===== src/arbc_pkg.sv =====
// ---------------------------------------------------------------------------
// arbc_pkg
// Shared types and constants of the attribute raster border composer.
// ---------------------------------------------------------------------------
package arbc_pkg;

  localparam int SCREEN_LINES_DEF = 192;
  localparam int SCREEN_SLOTS_DEF = 32;

  localparam int IN_DATA_W  = 32;
  localparam int OUT_DATA_W = 48;
  localparam int CFG_ADDR_W = 2;
  localparam int CFG_DATA_W = 7;

  localparam int LINE_W = 9;
  localparam int SLOT_W = 6;

  typedef enum logic [CFG_ADDR_W-1:0] {
    CFG_SLOTS_PER_LINE = 2'd0,
    CFG_SIDE_BORDER    = 2'd1,
    CFG_TOP_BORDER     = 2'd2,
    CFG_FLASH_PHASE    = 2'd3
  } cfg_reg_t;

  // One visible slot handed from the tracker to the shader.
  typedef struct packed {
    logic              screen;
    logic              invert;
    logic [2:0]        border;
    logic [7:0]        pix;
    logic [7:0]        attr;
    logic [LINE_W-1:0] line;
    logic [SLOT_W-1:0] col;
    logic              last;
  } stage_t;

endpackage


===== src/arbc_tracker.sv =====
// ---------------------------------------------------------------------------
// arbc_tracker
// Beam position, border colour and geometry registers; classifies each slot.
// ---------------------------------------------------------------------------
module arbc_tracker #(
  parameter int SCREEN_LINES = arbc_pkg::SCREEN_LINES_DEF,
  parameter int SCREEN_SLOTS = arbc_pkg::SCREEN_SLOTS_DEF
) (
  input  logic                            clk,
  input  logic                            rst_n,
  input  logic                            cfg_we,
  input  logic [arbc_pkg::CFG_ADDR_W-1:0] cfg_addr,
  input  logic [arbc_pkg::CFG_DATA_W-1:0] cfg_wdata,
  input  logic                            in_fire,
  input  logic                            frame_start,
  input  logic [arbc_pkg::IN_DATA_W-1:0]  in_data,
  input  logic                            take,
  output logic                            ready,
  output logic                            st_valid,
  output arbc_pkg::stage_t                st
);
  import arbc_pkg::*;

  logic [6:0]        spl_r;
  logic [3:0]        side_r;
  logic [5:0]        top_r;
  logic              flash_r;
  logic [2:0]        border_r, border_nxt;
  logic [LINE_W-1:0] line_r, line_nxt, line_c;
  logic [SLOT_W-1:0] slot_r, slot_nxt, slot_c;
  logic              active_r, active_nxt, active_c;
  logic              st_valid_r;
  stage_t            st_r, st_nxt;

  logic       wr;
  logic [6:0] len;
  logic [7:0] vis_w, span, last_slot, slot8;
  logic [9:0] vis_h, line10;
  logic       emit, scr_line, scr_col, last;

  always_comb begin
    wr       = in_data[0] & ~in_data[1];
    active_c = frame_start | active_r;
    line_c   = frame_start ? '0 : line_r;
    slot_c   = frame_start ? '0 : slot_r;
    slot8    = {2'b0, slot_c};
    line10   = {1'b0, line_c};

    if (spl_r == 7'd0)       len = 7'd1;
    else if (spl_r > 7'd64)  len = 7'd64;
    else                     len = spl_r;

    vis_w     = 8'(SCREEN_SLOTS) + {3'b0, side_r, 1'b0};
    vis_h     = 10'(SCREEN_LINES) + {3'b0, top_r, 1'b0};
    span      = (vis_w < {1'b0, len}) ? vis_w : {1'b0, len};
    last_slot = span - 8'd1;

    emit     = active_c && (slot8 <= last_slot);
    scr_line = (line10 >= {4'b0, top_r}) && (line10 < {4'b0, top_r} + 10'(SCREEN_LINES));
    scr_col  = (slot8 >= {4'b0, side_r}) && (slot8 < {4'b0, side_r} + 8'(SCREEN_SLOTS));
    last     = emit && (line10 == vis_h - 10'd1) && (slot8 == last_slot);

    border_nxt = wr ? in_data[4:2] : border_r;

    active_nxt = active_c;
    line_nxt   = line_c;
    slot_nxt   = slot_c;
    if (last) begin
      active_nxt = 1'b0;
      line_nxt   = '0;
      slot_nxt   = '0;
    end else if (active_c) begin
      if ({1'b0, slot_c} + 7'd1 >= len) begin
        slot_nxt = '0;
        line_nxt = line_c + 9'd1;
      end else begin
        slot_nxt = slot_c + 6'd1;
      end
    end

    st_nxt.screen = scr_line & scr_col;
    st_nxt.invert = in_data[25] & flash_r;
    st_nxt.border = border_nxt;
    st_nxt.pix    = in_data[17:10];
    st_nxt.attr   = in_data[25:18];
    st_nxt.line   = line_c;
    st_nxt.col    = slot_c;
    st_nxt.last   = last;
  end

  always_ff @(posedge clk) begin
    if (!rst_n) begin
      spl_r      <= 7'd56;
      side_r     <= 4'd4;
      top_r      <= 6'd24;
      flash_r    <= 1'b0;
      border_r   <= '0;
      line_r     <= '0;
      slot_r     <= '0;
      active_r   <= 1'b0;
      st_valid_r <= 1'b0;
    end else begin
      if (cfg_we) begin
        unique case (cfg_reg_t'(cfg_addr))
          CFG_SLOTS_PER_LINE: spl_r   <= cfg_wdata;
          CFG_SIDE_BORDER:    side_r  <= cfg_wdata[3:0];
          CFG_TOP_BORDER:     top_r   <= cfg_wdata[5:0];
          CFG_FLASH_PHASE:    flash_r <= cfg_wdata[0];
          default: ;
        endcase
      end
      if (in_fire) begin
        border_r   <= border_nxt;
        line_r     <= line_nxt;
        slot_r     <= slot_nxt;
        active_r   <= active_nxt;
        st_valid_r <= emit;
      end else if (take) begin
        st_valid_r <= 1'b0;
      end
    end
  end

  always_ff @(posedge clk) begin
    if (in_fire) begin
      st_r <= st_nxt;
    end
  end

  assign ready    = ~st_valid_r | take;
  assign st_valid = st_valid_r;
  assign st       = st_r;

endmodule


===== src/arbc_shade.sv =====
// ---------------------------------------------------------------------------
// arbc_shade
// Attribute decode to eight colour indices; output register of the block.
// ---------------------------------------------------------------------------
module arbc_shade (
  input  logic                            clk,
  input  logic                            rst_n,
  input  logic                            st_valid,
  input  arbc_pkg::stage_t                st,
  output logic                            take,
  output logic                            out_tvalid,
  input  logic                            out_tready,
  output logic [arbc_pkg::OUT_DATA_W-1:0] out_tdata,
  output logic                            out_tlast
);
  import arbc_pkg::*;

  logic                  valid_r;
  logic [OUT_DATA_W-1:0] data_r, data_nxt;
  logic                  last_r;
  logic [3:0]            pen, paper;
  logic [7:0]            bits;
  logic [31:0]           colors;
  logic                  adv;

  always_comb begin
    pen   = {st.attr[6], st.attr[2:0]};
    paper = st.attr[6:3];
    bits  = st.pix ^ {8{st.invert}};
    for (int i = 0; i < 8; i++) begin
      colors[31-4*i -: 4] = bits[7-i] ? pen : paper;
    end
    if (!st.screen) colors = {8{1'b0, st.border}};
    data_nxt = {1'b0, st.col, st.line, colors};
  end

  assign adv  = ~valid_r | out_tready;
  assign take = adv;

  always_ff @(posedge clk) begin
    if (!rst_n) begin
      valid_r <= 1'b0;
    end else if (adv) begin
      valid_r <= st_valid;
    end
  end

  always_ff @(posedge clk) begin
    if (adv && st_valid) begin
      data_r <= data_nxt;
      last_r <= st.last;
    end
  end

  assign out_tvalid = valid_r;
  assign out_tdata  = data_r;
  assign out_tlast  = last_r;

endmodule


===== src/attribute_raster_border_composer.sv =====
// ---------------------------------------------------------------------------
// attribute_raster_border_composer
// Beam slot to eight-pixel colour word composer with border and flash.
// ---------------------------------------------------------------------------
//  channel  dir  handshake              content
//  in_      in   in_tvalid/in_tready    one beam slot, frame start in tuser
//  out_     out  out_tvalid/out_tready  eight colour indices, line, column
//  cfg_     in   cfg_we                 geometry and flash phase registers
//
//  One word per clock while out_tready stays high. A taken slot loads the
//  tracker register, then the shader output register once that is free;
//  that register drives out_tvalid. Flyback and idle slots produce no output word.
//  Reset (synchronous, active low) clears position, border colour and
//  loads the default geometry. With the output stalled, slots that give no
//  word are still taken until a visible slot fills the tracker register;
//  then in_tready drops until the output register frees up.
// ---------------------------------------------------------------------------
module attribute_raster_border_composer #(
  parameter int SCREEN_LINES = arbc_pkg::SCREEN_LINES_DEF,
  parameter int SCREEN_SLOTS = arbc_pkg::SCREEN_SLOTS_DEF
) (
  input  logic                            clk,
  input  logic                            rst_n,
  input  logic                            in_tvalid,
  output logic                            in_tready,
  // out_valid, out_addr_lsb, out_data[7:0], pixel_byte[7:0], attr_byte[7:0]
  input  logic [arbc_pkg::IN_DATA_W-1:0]  in_tdata,
  // frame_start
  input  logic                            in_tuser,
  output logic                            out_tvalid,
  input  logic                            out_tready,
  // pixel_colors[31:0], line[8:0], column_slot[5:0]
  output logic [arbc_pkg::OUT_DATA_W-1:0] out_tdata,
  output logic                            out_tlast,
  input  logic                            cfg_we,
  input  logic [arbc_pkg::CFG_ADDR_W-1:0] cfg_addr,
  input  logic [arbc_pkg::CFG_DATA_W-1:0] cfg_wdata
);
  import arbc_pkg::*;

  logic   in_fire, take, st_valid;
  stage_t st;

  assign in_fire = in_tvalid & in_tready;

  arbc_tracker #(
    .SCREEN_LINES(SCREEN_LINES),
    .SCREEN_SLOTS(SCREEN_SLOTS)
  ) u_tracker (
    .clk        (clk),
    .rst_n      (rst_n),
    .cfg_we     (cfg_we),
    .cfg_addr   (cfg_addr),
    .cfg_wdata  (cfg_wdata),
    .in_fire    (in_fire),
    .frame_start(in_tuser),
    .in_data    (in_tdata),
    .take       (take),
    .ready      (in_tready),
    .st_valid   (st_valid),
    .st         (st)
  );

  arbc_shade u_shade (
    .clk       (clk),
    .rst_n     (rst_n),
    .st_valid  (st_valid),
    .st        (st),
    .take      (take),
    .out_tvalid(out_tvalid),
    .out_tready(out_tready),
    .out_tdata (out_tdata),
    .out_tlast (out_tlast)
  );

endmodule


===== config.mk =====
export PLATFORM = sky130hd
export DESIGN_NAME = attribute_raster_border_composer
export DESIGN_NICKNAME = d
export VERILOG_FILES = /design/src/arbc_pkg.sv /design/src/arbc_tracker.sv /design/src/arbc_shade.sv /design/src/attribute_raster_border_composer.sv
export SDC_FILE = /design/constraint.sdc
export NUM_CORES = 1
export LEC_CHECK = 0
export BUFFER_PORTS_ARGS = -buffer_cell sky130_fd_sc_hd__buf_4
export CAP_MARGIN = 20
export CORE_MARGIN = 3
export CORE_UTILIZATION = 57
export DETAILED_ROUTE_END_ITERATION = 6
export PLACE_DENSITY = 0.86
export SYNTH_ARGS = -nofsm -noshare
export SYNTH_HDL_FRONTEND = slang
export SYNTH_SLANG_ARGS = --single-unit

===== constraint.sdc =====
create_clock -name clk -period 4.6 [get_ports clk]
set_input_delay 0 -clock clk [delete_from_list [all_inputs] [get_ports clk]]
set_output_delay 0 -clock clk [all_outputs]
set_load 0.02 [all_outputs]

Word level (Yosys, flattened, before mapping)

Index checks and enable logic that the tools add are counted.

Word-level logic and storage cells: 91
Register bits after elaboration: 116
Output and inout bits: 51
Bits of input ports: 47

Muxes and demuxes: 24
Add/subtract/negate cells: 9
Order comparisons: 8
Equality and inequality tests: 5
Bitwise operators: 11
Reductions and logical operators: 13

Operators by type and width:

| operator                                                              | count |
|---|---|
| 9-bit 2-to-1 mux                                                      | 4 |
| 31-bit 2-to-1 mux                                                     | 1 |
| 3-bit 2-to-1 mux                                                      | 9 |
| 6-bit 2-to-1 mux                                                      | 4 |
| 7-bit 2-to-1 mux                                                      | 2 |
| 9-bit by 10-bit == test with 1-bit output                             | 1 |
| 9-bit by 10-bit less-than comparator with 1-bit output                | 1 |
| 10-bit by 1-bit subtractor with 10-bit output (second input constant) | 1 |
| 6-bit by 8-bit adder with 9-bit output (second input constant)        | 1 |
| 8-bit by 7-bit adder with 9-bit output (first input constant)         | 1 |
| 9-bit by 1-bit adder with 9-bit output (second input constant)        | 1 |
| 9-bit by 6-bit greater-or-equal comparator with 1-bit output          | 1 |
| 6-bit by 8-bit == test with 1-bit output                              | 1 |
| 6-bit by 8-bit less-or-equal comparator with 1-bit output             | 1 |
| 6-bit by 8-bit less-than comparator with 1-bit output                 | 1 |
| 8-bit by 7-bit less-than comparator with 1-bit output                 | 1 |
| 8-bit 2-to-1 mux                                                      | 1 |
| 2-bit AND reduction                                                   | 4 |
| 8-bit by 1-bit subtractor with 8-bit output (second input constant)   | 1 |
| 8-bit bitwise XOR                                                     | 1 |
| 4-bit by 6-bit adder with 7-bit output (second input constant)        | 1 |
| 6-bit by 1-bit adder with 7-bit output (second input constant)        | 1 |
| 6-bit by 5-bit adder with 7-bit output (first input constant)         | 1 |
| 7-bit greater-or-equal comparator                                     | 1 |
| other kinds (13)                                                      | 28 |

Logic depth before layout (Yosys ltp)

Gate-level depths: netlist (run 1).

Depth in word-level cells: 11
Mapped depth: 22
Mapped depth without buffers: 20

Cells and area by module

From an unflattened synthesis (run 1), not the netlist that was laid out.

Cell total of the unflattened synthesis: 553
Area total of the unflattened synthesis: 6152.2 um^2

By module, submodules not included:

| module                           | seq. area each (um^2) | cells each | times used | area an instance (um^2) |
|---|---|---|---|---|
| arbc_tracker                     | 1871.8                | 423        | 1          | 4210.3 |
| arbc_shade                       | 1251.2                | 129        | 1          | 1935.6 |
| attribute_raster_border_composer | 0.0                   | 1          | 1          | 6.3 |

Worst setup path after synthesis (run 1)

Ideal clock, no wire load.

Kind: register to register
Start point: register u_tracker.spl_r[6]
End point: register u_tracker.line_r[7]
Library setup time: 120 ps
Arrival time: 3842 ps
Period minus slack after synthesis: 3962 ps
Data required time: 4480 ps
Path buffers: 2
Stages on the path, launching flop included: 22
Slack: 638 ps
Cell sequence: dfxtp_1 clkinv_1 nand2_1 ha_1 a21o_1 a2111oi_0 a211o_1 buf_2 or3_1 ha_1 nand3_1 xnor2_1 nand2_1 o21ai_0 ha_1 nand2_1 nor2_1 nand4_1 nor4_2 nor2b_4 buf_12 o21bai_2

Word-level cells in the longest chain between the ends: 11
Elaborated cells between the ends (all ways): 16
Those cells by class: 1 x add/sub; 4 x order compare; 1 x eq/ne; 6 x mux; 4 x reduce/logical

Ends and longest elaborated chain:

| what                                                      | line                | text |
|---|---|---|
| from (decl)                                               | arbc_tracker.sv:24  | `logic [6:0] spl_r;` |
| from (signal assigned)                                    | arbc_tracker.sv:105 | `CFG_SLOTS_PER_LINE: spl_r <= cfg_wdata;` |
| 7-bit greater-than comparator                             | arbc_tracker.sv:50  | `else if (spl_r > 7'd64) len = 7'd64;` |
| 7-bit 2-to-1 mux                                          | arbc_tracker.sv:50  |  |
| 7-bit 2-to-1 mux (*)                                      | arbc_tracker.sv:49  | `if (spl_r == 7'd0) len = 7'd1;` |
| 8-bit by 7-bit less-than comparator with 1-bit output     | arbc_tracker.sv:55  | `span = (vis_w < {1'b0, len}) ? vis_w : {1'b0, len};` |
| 8-bit 2-to-1 mux (*)                                      | arbc_tracker.sv:55  |  |
| 8-bit by 1-bit subtractor with 8-bit output (*)           | arbc_tracker.sv:56  | `last_slot = span - 8'd1;` |
| 6-bit by 8-bit less-or-equal comparator with 1-bit output | arbc_tracker.sv:58  | `emit = active_c && (slot8 <= last_slot);` |
| 1-bit logical AND                                         | arbc_tracker.sv:58  |  |
| 1-bit logical AND                                         | arbc_tracker.sv:61  | `last = emit && (line10 == vis_h - 10'd1) && (slot8 == last_slot);` |
| 1-bit logical AND (*)                                     | arbc_tracker.sv:61  |  |
| net u_tracker.last                                        | arbc_tracker.sv:39  | `logic emit, scr_line, scr_col, last;` |
| 9-bit 2-to-1 mux (*)                                      | arbc_tracker.sv:68  | `if (last) begin` |
| to (signal assigned)                                      | arbc_tracker.sv:114 | `line_r <= line_nxt;` |
| to (decl)                                                 | arbc_tracker.sv:29  | `logic [LINE_W-1:0] line_r, line_nxt, line_c;` |

Mark *: on every way through the listed nets, which the timed path passes. The rest lies on a longest branch.
A chain may end at the register's enable or synchronous reset.

Final worst setup path (run 1)

Start point: register u_tracker.spl_r[6]
End point: register u_tracker.line_r[1]

Word-level cells in the longest chain between the ends: 11
Elaborated cells between the ends (all ways): 16
Those cells by class: 1 x add/sub; 4 x order compare; 1 x eq/ne; 6 x mux; 4 x reduce/logical

Ends and longest elaborated chain:

| what                                                      | line |
|---|---|
| 7-bit greater-than comparator                             | arbc_tracker.sv:50 |
| 7-bit 2-to-1 mux                                          | arbc_tracker.sv:50 |
| 7-bit 2-to-1 mux (*)                                      | arbc_tracker.sv:49 |
| 8-bit by 7-bit less-than comparator with 1-bit output     | arbc_tracker.sv:55 |
| 8-bit 2-to-1 mux                                          | arbc_tracker.sv:55 |
| 8-bit by 1-bit subtractor with 8-bit output               | arbc_tracker.sv:56 |
| 6-bit by 8-bit less-or-equal comparator with 1-bit output | arbc_tracker.sv:58 |
| 1-bit logical AND                                         | arbc_tracker.sv:58 |
| 1-bit logical AND (2 in series)                           | arbc_tracker.sv:61 |
| 9-bit 2-to-1 mux (*)                                      | arbc_tracker.sv:68 |

Mark *: on every way between the ends. The rest lies on a longest branch, timed or not.

==> results.json, run 1 <==
{
  "status": "completed",
  "die_y_um": 109,
  "yosysWarningCount": 0,
  "rsz0062_at_grt": "false",
  "post_dp_cell_area_um2": 6680,
  "fp.coreArea_um2": 10000,
  "worstPathRequired_ps": 4970,
  "swShare": 0.244,
  "grt-ovfl-total": 0,
  "cap_viol_max_count": 0,
  "drive_gt1_frac": 0.212,
  "internal_power_w": 0.00212,
  "start_util": 0.600,
  "synth-seq-area-share": 0.516,
  "dieArea_um2": 11800,
  "tightest_slew_ps": 1130,
  "dp_hpwl_um": 9290,
  "post_cts_buffers": 0,
  "htree_levels": 4,
  "worst-setup-path-type": "reg -> reg",
  "syn_inst": 543,
  "synth_area_leaders": "edfxtp_1, dfxtp_1, mux2i_1, ha_1, a21oi_1",
  "peakVddDrop_uv": 255,
  "clk_pin_slew_worst_paths_ps": 60,
  "start_kind": "flip-flop",
  "drt_pre_antenna_iters": 6,
  "wl_um": 15100,
  "boundaryPins": 98,
  "fp-row-count": 36,
  "mostFrequentLayoutCells": "buf_4, edfxtp_1, dlygate4sd3_1",
  "worstHoldStart": "in_tdata[1]",
  "yosys.area.top_type": "edfxtp_1",
  "synthArstFlopShare": 0,
  "crit_path_end_kind": "flip-flop",
  "startpoint": "u_tracker.spl_r[6]$_SDFFE_PN0P_",
  "p_clk_frac": 0.470,
  "fin_crit_ps": 4360,
  "grt_pass1_wl_um": 23200,
  "grt_use_total": 0.262,
  "antenna_cells": 0,
  "port-buffer-count": 85,
  "p_per_area_nw_per_um2": 363,
  "hold_class": "in -> reg",
  "critical_path.max_fanout": 15,
  "antenna_found_initial": 0,
  "setup_viol": 0,
  "syn_area_um2": 6000,
  "pwr-share-seq": 0.424,
  "ys.flop_type": "edfxtp_1",
  "p_leak_nw": 3.14,
  "drv_slew": 0,
  "finalInstanceArea_um2": 7730,
  "cts_tree": "yes",
  "grt_pass1_vias": 4662,
  "cts.sinks": 116,
  "grt_max_degree": 42,
  "post_drt_wl_per_cell_um": 18.8,
  "arrival_ps": 4730,
  "syn_avg_cell_area_um2": 11.0,
  "root_buffer": "clkbuf_8",
  "layout_commonest_cell": "buf_4",
  "die_w_um": 109,
  "switchingPower_w": 0.000686,
  "setup_ws_ps": 236,
  "fin_crit_sh": 0.949,
  "clockBufferDepth": 2,
  "nets": 739,
  "synth_top_area_share": 0.386,
  "place.gp.congestion": 0.884,
  "finalSetupTns_ps": 0,
  "fmax_mhz": 229,
  "ant_nets": 0,
  "finalHoldViolations": 0,
  "syn_nets": 621,
  "ys_ff_latch": 116,
  "drt_iter0_drc": 443,
  "syn2layout_area_growth_pct": 29.0,
  "via_per_inst": 5.87,
  "post-route-drc-count": 0,
  "insertion_delay_ps": 520,
  "yosysUniqueCellTypes": 64,
  "r2r_start": "u_tracker.spl_r[6]$_SDFFE_PN0P_",
  "cts_buffers": 17,
  "synth_edf_count": 77,
  "relSlewSlack": 0.237,
  "fin_skew_ps": 7.46,
  "vias": 4734,
  "post-place-ws_ps": 237,
  "comb_power_share": 0.106
}
==> worst max-delay path, cell delays in order, from the launching register on <==
cell       delay (ps)
dfxtp_1           440
clkinv_1          120
nand2_1           140
ha_1              260
a21o_1            180
a2111oi_0         440
a211o_2           270
or3_1             150
ha_1              230
nand3_1           110
xnor2_1           130
nand2_1            60
o21ai_0           100
ha_1              310
nand2_1            60
nor2_1            160
nand4_1           170
nor4_4            360
nor2b_4           230
buf_12            170
o41ai_1           100
==> synth_stat cells (all sizes together) (3+ instances only) <==
| cell | count |
|---|---|
| clkbuf | 15 |
| dfxtp | 39 |
| nand2 | 37 |
| buf | 21 |
| or3 | 3 |
| nand3 | 19 |
| and3 | 4 |
| ha | 31 |
| o21ai | 19 |
| nor3 | 12 |
| inv | 15 |
| xor2 | 4 |
| nand3b | 5 |
| o31ai | 6 |
| a211oi | 3 |
| mux2i | 42 |
| xnor2 | 18 |
| nor2 | 44 |
| nand4 | 11 |
| mux2 | 3 |
| edfxtp | 77 |
| a21oi | 34 |
| nor2b | 23 |
| nand2b | 3 |
| nor4 | 5 |
| nor4b | 3 |
| o211ai | 5 |
| o21a | 8 |
==> metrics by stage <==
stage               utilization  hold WS, ps  total power, W  instances
finish                    0.774          101         0.00281        806
global route              0.774          101         0.00289        806
global placement          0.668          181         0.00145        731
CTS                       0.770         70.9         0.00280        805
detailed placement        0.668          180         0.00146        731
floorplan                     -         98.9         0.00137        543
==> layer usage <==
layer,global-route usage,vias to the layer above,share of wire
li1,-,2229,-
met1,0.281,2276,0.38
met2,0.494,202,0.54
met3,0.0699,27,0.058
met4,0.0893,0,0.016
met5,0,-,0
==> sequential cells by signal (all words and copies together), names as in the netlist <==
register	cells
u_shade.out_tlast	1
u_tracker.st_valid	1
u_tracker.active_r	1
u_tracker.slot_r	6
u_tracker.line_r	9
u_shade.out_tvalid	1
u_tracker.side_r	4
u_tracker.st	36
u_tracker.flash_r	1
u_tracker.top_r	6
u_tracker.spl_r	7
u_shade.out_tdata	40
u_tracker.border_r	3
==> area by class of cell <==
class                           instances  area [um^2]
Multi-Input combinational cell        374         2670
Tap cell                              133          166
Timing Repair Buffer                  135         1150
Fill cell                             617         2260
Clock buffer                           17          414
Sequential cell                       116         3090
Clock inverter                         14          178
Inverter                               17         63.8
==> cell families after synthesis <==
group                      Yosys count  synth area share
adders and majority gates           31            0.0647
AOI/OAI and AO/OA                   93             0.103
other                                1          0.000625
and+or+nand+nor                    180             0.158
DFF                                116             0.516
buffers and inverters               53            0.0426
xor gates and xnor gates            24            0.0396
muxes                               45            0.0757
==> path summary, 6_finish.rpt <==
| kind | end | slack (ps) | depth (start not counted) |
|---|---|---|---|
| max | u_tracker.line_r[1]$_SDFFE_PN0P_ | 240 | 20 |
| min | u_tracker.border_r[1]$_SDFFE_PN0P_ | 100 | 5 |
| max reg2reg | u_tracker.line_r[1]$_SDFFE_PN0P_ | 240 | 20 |
| min reg2reg | u_shade.out_tdata[33]$_DFFE_PP_ | 410 | 0 |
==> what timing repair did <==
item                                    CTS  global route
hold endpoints to repair                 58             0
hold buffers                             43             0
resized for setup                         0             2
endpoints found under the setup margin    0            14
==> power by group through the flow <==
stage	clock network, W	logic, W	registers, W
floorplan	0	0.000158	0.00121
global placement	0	0.000244	0.00121
detailed placement	0	0.000254	0.00121
CTS	0.00133	0.000287	0.00119
global route	0.00138	0.000320	0.00119
finish	0.00132	0.000298	0.00119
Power figures use the tool's default switching activity.
==> run 2, diff against run 1 <==
--- a/config.mk
+++ b/config.mk
@@ -8,9 +8,10 @@
 export BUFFER_PORTS_ARGS = -buffer_cell sky130_fd_sc_hd__buf_4
 export CAP_MARGIN = 20
 export CORE_MARGIN = 3
-export CORE_UTILIZATION = 57
+export CORE_UTILIZATION = 59
+export CTS_BUF_LIST = sky130_fd_sc_hd__clkbuf_4
 export DETAILED_ROUTE_END_ITERATION = 6
-export PLACE_DENSITY = 0.86
+export PLACE_DENSITY = 0.89
 export SYNTH_ARGS = -nofsm -noshare
 export SYNTH_HDL_FRONTEND = slang
 export SYNTH_SLANG_ARGS = --single-unit
==> results.json, run 2 (synthesized netlist as in run 1, its figures left out) <==
{
  "dieArea_um2": 11400,
  "setup_viol": 0,
  "ant_nets": 0,
  "largest_register_ffs": 40,
  "root_buffer": "clkbuf_4",
  "clk_pin_slew_worst_paths_ps": 110,
  "finalHoldViolations": 0,
  "place.gp.congestion": 0.857,
  "finalSetupTns_ps": 0,
  "grt_use_total": 0.266,
  "stdcell_count": 810,
  "post_dp_cell_area_um2": 6670,
  "drv_slew": 0,
  "worstPathRequired_ps": 4970,
  "crit_path_end_kind": "flip-flop",
  "post_drt_wl_per_cell_um": 18.4,
  "dp_hpwl_um": 9290,
  "grt_max_degree": 42,
  "fmax_mhz": 232,
  "whs_ps": 86.1,
  "mostFrequentLayoutCells": "buf_4, edfxtp_1, dlygate4sd3_1",
  "syn2layout_area_growth_pct": 24.7,
  "die_y_um": 107,
  "p_per_area_nw_per_um2": 305,
  "r2r_slack_ps": 280,
  "cts_tree": "yes",
  "clockBufferDepth": 2,
  "tightest_slew_ps": 970,
  "arrival_ps": 4690,
  "nets": 742,
  "drive_gt1_frac": 0.214,
  "critical_path.max_fanout": 15,
  "vias": 4779,
  "drt_pre_antenna_iters": 5,
  "drt_iter0_drc": 418,
  "relSlewSlack": 0.343,
  "fp-row-count": 36,
  "htree_levels": 4,
  "cts.sinks": 116,
  "grt_pass1_wl_um": 23600,
  "finalInstanceArea_um2": 7480,
  "fp.coreArea_um2": 9820,
  "port-buffer-count": 85,
  "insertion_delay_ps": 530,
  "cts_buffers": 17,
  "grt-ovfl-total": 0,
  "grt_pass1_vias": 4844,
  "fin_crit_sh": 0.938,
  "wl_um": 14900,
  "peakVddDrop_uv": 271,
  "cap_viol_max_count": 0,
  "fin_crit_ps": 4320,
  "via_per_inst": 5.90,
  "hold_class": "in -> reg",
  "status": "completed",
  "boundaryPins": 98,
  "layout_commonest_cell": "buf_4",
  "p_leak_nw": 3.03,
  "fin_skew_ps": 15.9,
  "post-route-drc-count": 0,
  "die_w_um": 107,
  "dp_cells": 730,
  "finalPower_w": 0.00228,
  "antenna_cells": 0,
  "worst-setup-path-type": "reg -> reg",
  "antenna_found_initial": 0,
  "start_kind": "flip-flop",
  "start_util": 0.611
}
run 2: changes by cell type in the layout (fill, tap and decap cells not counted):
| cell | before | now |
|---|---|---|
| clkbuf_4 | 0 | 17 |
| clkbuf_16 | 16 | 0 |
| clkinvlp_4 | 4 | 2 |
| dlygate4sd3_1 | 43 | 45 |
| a2111oi_0 | 1 | 0 |
| a2111oi_1 | 0 | 1 |
| buf_4 | 90 | 91 |
| clkbuf_8 | 1 | 0 |
| clkinv_1 | 3 | 4 |
| clkinv_2 | 1 | 2 |
| clkinv_4 | 3 | 4 |
| dfxtp_1 | 39 | 38 |
| dfxtp_2 | 0 | 1 |
run 2: path summary, 6_finish.rpt:
kind	start	endpoint	depth (start not counted)
hold reg to reg	u_tracker.st[0]$_DFFE_PP_	u_shade.out_tlast$_DFFE_PP_	0
hold / removal	in_tdata[1]	u_tracker.border_r[1]$_SDFFE_PN0P_	5
setup reg to reg	u_tracker.spl_r[2]$_SDFFE_PN0P_	u_tracker.active_r$_SDFFE_PN0P_	19
setup / recovery	u_tracker.spl_r[2]$_SDFFE_PN0P_	u_tracker.active_r$_SDFFE_PN0P_	19
run 2: final cells by class:
| cell class | count | area [um^2] |
|---|---|---|
| Multi-Input combinational cell | 374 | 2670 |
| Fill cell | 625 | 2340 |
| Clock inverter | 15 | 180 |
| Sequential cell | 116 | 3090 |
| Inverter | 17 | 63.8 |
| Tap cell | 133 | 166 |
| Timing Repair Buffer | 138 | 1180 |
| Clock buffer | 17 | 128 |
run 2: through the flow:
stage          setup WS, ps  utilization
6_report                284        0.762
5_1_grt              -0.147        0.762
3_3_place_gp            376        0.679
2_1_floorplan           638            -
3_5_place_dp            187        0.679
4_1_cts                81.3        0.756
run 2: report_power, final:
group          switching, W  leakage [nW]  internal [W]  total, W
logic              0.000160          1.81      0.000141  0.000301
clock network      0.000411         0.160      0.000381  0.000792
registers         0.0000317          1.06       0.00116   0.00119
total              0.000603          3.03       0.00168   0.00228
run 2: metal layers:
| layer | part of all wire | track usage | vias up |
|---|---|---|---|
| met1 | 0.38 | 0.301 | 2280 |
| li1 | - | - | 2237 |
| met4 | 0.026 | 0.104 | 0 |
| met5 | 0 | 0 | - |
| met2 | 0.53 | 0.484 | 224 |
| met3 | 0.065 | 0.0644 | 38 |
run 2: repair_timing:
item | in CTS | in global routing
hold buffers | 45 | 0
endpoints found under the setup margin | 0 | 17
hold endpoints to repair | 58 | 0
gates resized for setup | 0 | 4
buffers inserted | 0 | 2
run 2: worst max-delay path, cell delays in order, from the launching register on:
cell       delay, ps
dfxtp_1          440
nand2_1          160
ha_1             320
a21o_1           180
a2111oi_1        410
a211o_2          260
or3_1            140
ha_1             230
nand3_1          110
xnor2_1          130
nand2_1           60
o21ai_0           80
ha_1             300
nand2_1           70
nor2_1           160
nand4_1          240
nor4_4           390
nor2b_4          230
buf_12           170
a211oi_1          80
==> run 3, diff against run 2 <==
--- a/config.mk
+++ b/config.mk
@@ -5,8 +5,10 @@
 export SDC_FILE = /design/constraint.sdc
 export NUM_CORES = 1
 export LEC_CHECK = 0
+export ABC_AREA = 0
 export BUFFER_PORTS_ARGS = -buffer_cell sky130_fd_sc_hd__buf_4
 export CAP_MARGIN = 20
+export CORE_ASPECT_RATIO = 0.8
 export CORE_MARGIN = 3
 export CORE_UTILIZATION = 59
 export CTS_BUF_LIST = sky130_fd_sc_hd__clkbuf_4
==> results.json, run 3 (synthesized netlist as in run 1, its figures left out) <==
{
  "status": "completed",
  "boundaryPins": 98,
  "rsz0062_at_grt": "false",
  "setup_ws_ps": 390,
  "drt_pre_antenna_iters": 6,
  "antenna_cells": 0,
  "clockBufferDepth": 2,
  "nets": 743,
  "largest_register_ffs": 40,
  "crit_path_end_kind": "flip-flop",
  "arrival_ps": 4600,
  "critical_path.max_fanout": 15,
  "final_core_util": 0.762,
  "wl_um": 15000,
  "dp_hpwl_um": 9530,
  "crit_path_max_incr_delay_ps": 410,
  "clk_pin_slew_worst_paths_ps": 100,
  "path_cells": "clkinv_1 > nand2_1 > ha_1 > a21o_1 > a2111oi_0 > a211o_2 > or3_1 > ha_1 > nand3_1 > xnor2_1 > nand2_1 > o21ai_0 > ha_1 > nand2_1 > nor2_1 > nand4_1 > nor4_2 > nor2b_4 > buf_12 > a211oi_1",
  "finalHoldViolations": 0,
  "fp.coreArea_um2": 9770,
  "comb_power_share": 0.133,
  "peakVddDrop_uv": 256,
  "post_cts_buffers": 0,
  "fp-row-count": 32,
  "setup_viol": 0,
  "fin_skew_ps": 28.5,
  "start_util": 0.614,
  "start_kind": "flip-flop",
  "post_drt_wl_per_cell_um": 18.4,
  "p_leak_nw": 3.01,
  "drt_iter0_drc": 399,
  "worst-setup-path-type": "reg -> reg",
  "grt_use_total": 0.263,
  "dieArea_um2": 11400,
  "hold_class": "in -> reg",
  "fmax_mhz": 238,
  "internal_power_w": 0.00164,
  "post_dp_cell_area_um2": 6670,
  "post-place-ws_ps": 296,
  "grt_pass1_wl_um": 23200,
  "htree_levels": 4,
  "antenna_found_initial": 0,
  "drv_slew": 0,
  "cts_tree": "yes",
  "swShare": 0.259,
  "slowest_stage": "dfxtp_2",
  "via_per_inst": 5.95,
  "fin_crit_sh": 0.915,
  "relSlewSlack": 0.294,
  "die_w_um": 119,
  "die_y_um": 96.2,
  "place.gp.congestion": 0.861,
  "syn2layout_area_growth_pct": 24.2,
  "pwr-share-seq": 0.536,
  "finalSetupTns_ps": 0,
  "vias": 4845,
  "grt-ovfl-total": 0,
  "post-route-drc-count": 0,
  "cts_buffers": 17,
  "grt_pass1_vias": 4562,
  "grt_max_degree": 47,
  "root_buffer": "clkbuf_4",
  "cap_viol_max_count": 0,
  "p_per_area_nw_per_um2": 298,
  "port-buffer-count": 85,
  "p_clk_frac": 0.331,
  "finalInstanceArea_um2": 7450,
  "insertion_delay_ps": 540,
  "cts.sinks": 116,
  "mostFrequentLayoutCells": "buf_4, edfxtp_1, dlygate4sd3_1",
  "switchingPower_w": 0.000576,
  "worstPathRequired_ps": 4990,
  "layout_commonest_cell": "buf_4",
  "finalPower_w": 0.00222,
  "drive_gt1_frac": 0.211,
  "fin_crit_ps": 4210,
  "ant_nets": 0,
  "tightest_slew_ps": 1040
}
-- run 3: changes by cell type in the layout (fill, tap and decap cells not counted), moves of 2 or more --
cell,change
buf_4,-2
clkbuf_4,+5
clkinv_2,+2
inv_6,-3
dlygate4sd3_1,+3
clkinv_4,-2
-- run 3: layout make-up --
type	count	area (um^2)
sequential	116	3090
clock buffer	22	165
multi-input combinational	374	2660
inverter	17	63.8
tap	136	170
clock inverter	10	109
timing repair buffer	139	1190
fill	633	2320
-- run 3: path summary, 6_finish.rpt --
kind                                    from                                 end  slack (ps)  cells after the start
min reg2reg        u_tracker.st[8]$_DFFE_PP_     u_shade.out_tdata[33]$_DFFE_PP_         420                      0
max          u_tracker.spl_r[6]$_SDFFE_PN0P_     u_tracker.active_r$_SDFFE_PN0P_         390                     20
min                              in_tdata[1]  u_tracker.border_r[1]$_SDFFE_PN0P_         100                      5
max reg2reg  u_tracker.spl_r[6]$_SDFFE_PN0P_     u_tracker.active_r$_SDFFE_PN0P_         390                     20
-- run 3: worst max-delay path: cells and delay by family (launching register included) --
family	cells	cell delay [ps]
AO/OA/AOI/OAI	5	1040
XOR/XNOR	1	140
adder cells (fa/ha/maj)	3	810
buffers and inverters	2	260
flip-flops	1	410
AND/OR/NAND/NOR	9	1420
-- run 3: metrics by stage --
stage,std cells,hold slack [ps]
after floorplan,543,98.9
after global placement,733,179
after detailed placement,733,180
after CTS,813,71.6
after global routing,814,111
final,814,95.2
-- run 3: timing repair --
| action | CTS | global route |
|---|---|---|
| endpoints found under the hold margin | 59 | 0 |
| gates resized for setup | 0 | 2 |
| endpoints found under the setup margin | 0 | 14 |
| hold buffers | 48 | 0 |
-- run 3: power by group through the flow --
| stage | Sequential, W | Combinational (W) | Clock, W |
|---|---|---|---|
| global placement | 0.00121 | 0.000243 | 0 |
| detailed placement | 0.00121 | 0.000252 | 0 |
| floorplan | 0.00121 | 0.000158 | 0 |
| global route | 0.00119 | 0.000318 | 0.000790 |
| finish | 0.00119 | 0.000296 | 0.000734 |
| CTS | 0.00119 | 0.000286 | 0.000738 |
-- run 3: layer usage --
metal / track usage / part of all wire / up-vias
li1: - / - / 2240
met1: 0.332 / 0.40 / 2273
met2: 0.432 / 0.47 / 282
met3: 0.0635 / 0.089 / 50
met4: 0.128 / 0.037 / 0
met5: 0 / 0 / -
